File: config.mk
export PLATFORM = sky130hd
export DESIGN_NAME = ptrq_dist
export DESIGN_NICKNAME = d
export VERILOG_FILES = /design/src/hdl/ptrq_pkg.sv /design/src/hdl/ptrq_dist.sv
export SDC_FILE = /design/constraint.sdc
export NUM_CORES = 2
export LEC_CHECK = 0
export ABC_AREA = 1
export BUFFER_PORTS_ARGS = -buffer_cell sky130_fd_sc_hd__buf_2
export CAP_MARGIN = 20
export CORE_UTILIZATION = 50
export CTS_CLUSTER_SIZE = 10
export DETAILED_ROUTE_END_ITERATION = 10
export PLACE_DENSITY = 0.68
export SYNTH_ARGS = -nofsm -noshare
export SYNTH_HDL_FRONTEND = slang
export SYNTH_SLANG_ARGS = --single-unit
File: constraint.sdc
create_clock -name clk -period 9.5 [get_ports clk]
set_input_delay 0.475 -clock clk [delete_from_list [all_inputs] [get_ports clk]]
set_output_delay 0.475 -clock clk [all_outputs]
set_load 0.01 [all_outputs]
File: src/hdl/ptrq_pkg.sv
package ptrq_pkg;

  // One table entry as it sits in a cell.
  typedef struct packed {
    logic [15:0]        tag;
    logic signed [15:0] x;
    logic signed [15:0] y;
  } entry_t;

  // What every cell of the chain does in a cycle.
  typedef enum logic [1:0] {
    CELL_HOLD,
    CELL_LOAD,
    CELL_ROT,
    CELL_DROP
  } cell_op_t;

  // A query match on its way to the result register.
  typedef struct packed {
    logic [15:0] tag;
    logic        exact;
  } hit_t;

  // Operation codes carried by an input beat.
  typedef enum logic [1:0] {
    KIND_INSERT,
    KIND_DEL_TAG,
    KIND_DEL_POS,
    KIND_QUERY
  } kind_t;

  // Status codes carried by a result beat.
  localparam logic [1:0] ST_OK      = 2'd0;
  localparam logic [1:0] ST_FULL    = 2'd1;
  localparam logic [1:0] ST_NOMATCH = 2'd2;

endpackage

File: src/hdl/ptrq_dist.sv
module ptrq_dist (
  input  logic               clk,
  input  logic               rst_n,
  input  logic               en,
  input  logic               issue,
  input  logic               skip_in,
  input  logic               load_r2,
  input  ptrq_pkg::entry_t   head,
  input  logic signed [15:0] cx,
  input  logic signed [15:0] cy,
  input  logic [16:0]        radius,
  output logic               hit,
  output ptrq_pkg::hit_t     hit_info
);
  import ptrq_pkg::*;

  logic [33:0]        r2_r;
  logic [33:0]        rad_ext;
  logic signed [16:0] dx;
  logic signed [16:0] dy;
  logic signed [33:0] sqx_full;
  logic signed [33:0] sqy_full;
  logic [31:0]        sq_x_r;
  logic [31:0]        sq_y_r;
  logic [32:0]        d2;
  hit_t               info_r;
  logic               skip_r;
  logic               vld_r;

  // Radius squared, formed during the exact-match pass.
  assign rad_ext = 34'(radius);
  always_ff @(posedge clk) begin
    if (load_r2) r2_r <= rad_ext * rad_ext;
  end

  // Offsets from the centre and their squares for the entry in cell zero.
  assign dx       = {head.x[15], head.x} - {cx[15], cx};
  assign dy       = {head.y[15], head.y} - {cy[15], cy};
  assign sqx_full = dx * dx;
  assign sqy_full = dy * dy;

  always_ff @(posedge clk) begin
    if (!rst_n) begin
      vld_r <= 1'b0;
    end else if (en) begin
      vld_r        <= issue;
      skip_r       <= skip_in;
      sq_x_r       <= sqx_full[31:0];
      sq_y_r       <= sqy_full[31:0];
      info_r.tag   <= head.tag;
      info_r.exact <= (head.x == cx) && (head.y == cy);
    end
  end

  // Sum of squares against the limit.
  assign d2       = {1'b0, sq_x_r} + {1'b0, sq_y_r};
  assign hit      = vld_r && !skip_r && ({1'b0, d2} <= r2_r);
  assign hit_info = info_r;

endmodule

; Yosys cells after proc, flatten, opt, wreduce, memory -nomap -nowiden
; Index checks and enable logic that the tools add are counted.
[word_totals]
in_bits = 103
elab_cells = 21
output_inout_bits = 18
register_bits = 117
[classes]
n_eq_ne = 2
order_cmp = 1
n_addsub = 3
multipliers = 3
reduce_logical = 5
[op_table]
columns = operator, n
row1 = multiplier 17 x 17 -> 32 bit, 2
row2 = less-or-equal comparator 33 x 34 -> 1 bit, 1
row3 = multiplier 17 x 17 -> 34 bit, 1
row4 = subtractor 16 x 16 -> 17 bit, 2
row5 = adder 32 x 32 -> 33 bit, 1
row6 = == test 16 bit, 2
row7 = logical AND 1 bit, 3
row8 = AND reduction 2 bit, 1
row9 = logical NOT 1 bit, 1

; Logic depth before layout (Yosys ltp)
[depth]
ltp_word = 3
mapped_depth = 39

; Worst setup path before layout
; Ideal clock, no wire load.
[synth_timing]
path_kind = input -> register
start = input port head[0] (netlist name)
end = register sq_y_r[26] (data pin)
setup_ns = 0.258
n_path_buf = 1
stages = 33
slack_ns = 2.659
t_arrival_ns = 6.583
path_cell_list = inv_1 -> ha_1 -> fa_1 -> inv_1 -> nand2_1 -> nand2_1 -> nand3_1 -> nand2_2 -> a21oi_4 -> o21ai_4 -> xor2_2 -> buf_6 -> nand2_1 -> fa_1 -> inv_1 -> fa_1 -> inv_1 -> fa_1 -> inv_1 -> fa_1 -> fa_1 -> inv_1 -> fa_1 -> inv_1 -> ha_1 -> nand2_1 -> inv_1 -> nand2_1 -> nor3_1 -> nand4_1 -> nand3_1 -> a21oi_1 -> xnor2_1
[synth_via]
elab_chain_cells = 2
[synth_rtl]
columns = element, line_no
row1 = from (decl), ptrq_dist.sv:8  ; input ptrq_pkg::entry_t head,
row2 = subtractor 16 x 16 -> 17 bit, ptrq_dist.sv:38  ; assign dy = {head.y[15], head.y} - {cy[15], cy};
row3 = multiplier 17 x 17 -> 32 bit, ptrq_dist.sv:40  ; assign sqy_full = dy * dy;
row4 = via sqy_full[26], ptrq_dist.sv:22  ; logic signed [33:0] sqy_full;
row5 = to (signal assigned), ptrq_dist.sv:49  ; sq_y_r <= sqy_full[31:0];
row6 = to (decl), ptrq_dist.sv:24  ; logic [31:0] sq_y_r;
; The timed path passes the listed nets, and every way through them passes these cells.
; A chain may end at the register's enable or synchronous reset.

; Final worst setup path
[layout_timing]
start = input port head[0] (netlist name)
end = register sq_y_r[24] (data pin)
; Same word-level chain as after synthesis.

==> results.json <==
{
  "grt_max_degree": 65,
  "status": "complete, no violations",
  "ant_nets": 0,
  "async_reset_ff_share_pct": 0,
  "r2r_start": "vld_r$_SDFFE_PN0P_",
  "slew_viol_final": 0,
  "cpMaxStageDelayCell": "xor2_2",
  "holdBufCountCts": 0,
  "setup_viol": 0,
  "root_buffer": "clkbuf_16",
  "clock_latency_ps": 420,
  "clk_pin_slew_worst_paths_ps": 60,
  "cts_max_level": 4,
  "skew_ps": 0,
  "drcViolationCount": 0,
  "fin_crit_sh_pct": 81.3,
  "netlist_area_mm2": 0.0358,
  "start_util_pct": 50.8,
  "cts_inserted_buffers": 17,
  "drive_gt1_share_pct": 5.13,
  "initialDrtViolationCount": 1573,
  "ys.flop_type": "edfxtp_1",
  "path_delay_family": "adder cells",
  "postSynthCellCount": 4305,
  "yosys.area.top_type_share_pct": 39.6,
  "crit_type": "primary input to register",
  "critPathCaptureType": "register",
  "hold_viol_final": 0,
  "tightest_slew_ps": 990,
  "final_nets": 5567,
  "finalSetupTns_ps": 0,
  "viasPerCell": 5.01,
  "grt_pass1_wl_um": 141000,
  "grt_pass1_vias": 28701,
  "clockBufferDepth": 2,
  "die-area_mm2": 0.0727,
  "globalRouteTotalUtil_pct": 23.9,
  "syn_nets": 5479,
  "fmax_ghz": 0.129,
  "r2r_cells": 2,
  "required_ps": 9760,
  "wire_per_inst_um": 15.5,
  "crit_fanout": 15,
  "ys_warn_count": 0,
  "dr.pass1.iters": 5,
  "placementRows": 97,
  "ctsResizeCount": 0,
  "rrSetupSlack_ps": 8830,
  "dpl.hpwl_um": 73200,
  "wl_um": 82700,
  "hp-class": "primary input to register",
  "yosysSeqAreaShare_pct": 9.53,
  "die_x_um": 270,
  "synth.most_common_cell": "inv_1",
  "n_antenna_cell": 0,
  "finalCriticalPeriod_ps": 7730,
  "start_kind": "primary input",
  "clock_sinks": 114,
  "max_slew_margin_pct": 33.9,
  "die_height_um": 270,
  "place.gp.congestion": 0.932,
  "hold_path_end": "hit_info[16]$_DFFE_PP_",
  "overflow": 0,
  "rsz0062_at_grt": "no",
  "synth_area_leaders": "fa_1 40%, inv_1 13%, ha_1 13%, edfxtp_1 9.5%, nand2_1 7.4%",
  "hold_depth": 1,
  "synth_cell_types": 54,
  "ys_ff_latch": 114,
  "max_stage_delay_ps": 790,
  "syn_to_final_growth_pct": 6.15,
  "r2r-end": "vld_r$_SDFFE_PN0P_",
  "num_vias": 26802,
  "avgSynthCellArea_um2": 8.32,
  "io_buffers": 120,
  "synth_edf_count": 113,
  "core_area_mm2": 0.0705,
  "ios": 121,
  "synth_area_leader_cell": "fa_1",
  "grt_antenna_before_repair": 0,
  "min-delay-start": "head[47]",
  "cts_tree": "yes",
  "yosys-top-cells-count": "1270 x inv_1, 708 x fa_1, 706 x nand2_1",
  "cp_num_buf_inv": 9,
  "arrival_ps": 7990,
  "cts_setup_buffers": 0,
  "fin_util_pct": 53.9,
  "maxCapViolations": 0
}
==> registers in the layout, summed over array words and instances, names as in the netlist <==
signal / cells
sq_x_r: 31
r2_r: 33
sq_y_r: 31
hit_info: 17
skip_r: 1
vld_r: 1
==> worst max-delay path by stage <==
stage / cells after the start / to / from / slack, ps
detailed placement: 33 / sq_y_r[25]$_DFFE_PP_ / head[0] / 1410
global placement: 32 / sq_y_r[24]$_DFFE_PP_ / head[0] / 1500
finish: 34 / sq_y_r[24]$_DFFE_PP_ / head[0] / 1770
global route: 29 / sq_y_r[30]$_DFFE_PP_ / head[0] / 1360
CTS: 33 / sq_y_r[25]$_DFFE_PP_ / head[0] / 1830
floorplan: 33 / sq_y_r[26]$_DFFE_PP_ / head[0] / 2660
==> layer usage <==
layer	part of all wire, %	track usage, %
met5	0	0
met2	50	42.7
met1	44	31.7
met4	1.8	4.41
met3	4.2	2.24
==> logic make-up (layout without fill, tap and decap cells) <==
group	Yosys count	after routing	synth area share, %
buffers and inverters	1359	1460	14.4
and+or+nand+nor	1275	1275	14.6
adders and majority gates	1071	1071	52.3
AOI/OAI and AO/OA	344	344	5.50
xor gates and xnor gates	141	141	3.67
DFF	114	114	9.53
muxes	1	1	0.0279
==> area by class of cell <==
class | instances | area, um2
inverters | 1284 | 4820
well taps | 940 | 1180
clock inverters | 15 | 155
flip-flops and latches | 114 | 3410
clock buffers | 17 | 425
fillers | 6670 | 32500
repair buffers | 144 | 781
multi-input cells | 2832 | 27200
==> stage by stage <==
stage	cell area [um2]	setup slack, ps	hold slack, ps	instances
2_1_floorplan	35800	2660	501	4305
3_3_place_gp	37400	1500	544	5314
3_5_place_dp	37400	1410	589	5314
4_1_cts	38000	1830	210	5346
5_1_grt	38000	1360	212	5346
6_report	38000	1770	225	5346
==> cell usage in the layout (no fill, tap or decap), types with 21 or more instances in the layout <==
cell / n
a21o_1: 25
a21oi_1: 177
buf_2: 120
buf_4: 24
edfxtp_1: 113
fa_1: 708
ha_1: 363
inv_1: 1269
nand2_1: 706
nand3_1: 123
nand4_1: 25
nor2_1: 339
nor3_1: 26
o21ai_0: 82
o21bai_1: 21
xnor2_1: 43
xor2_1: 88
Power is not shown: default switching activity piles up to over one toggle a cycle in this logic, so the estimate is an artifact.
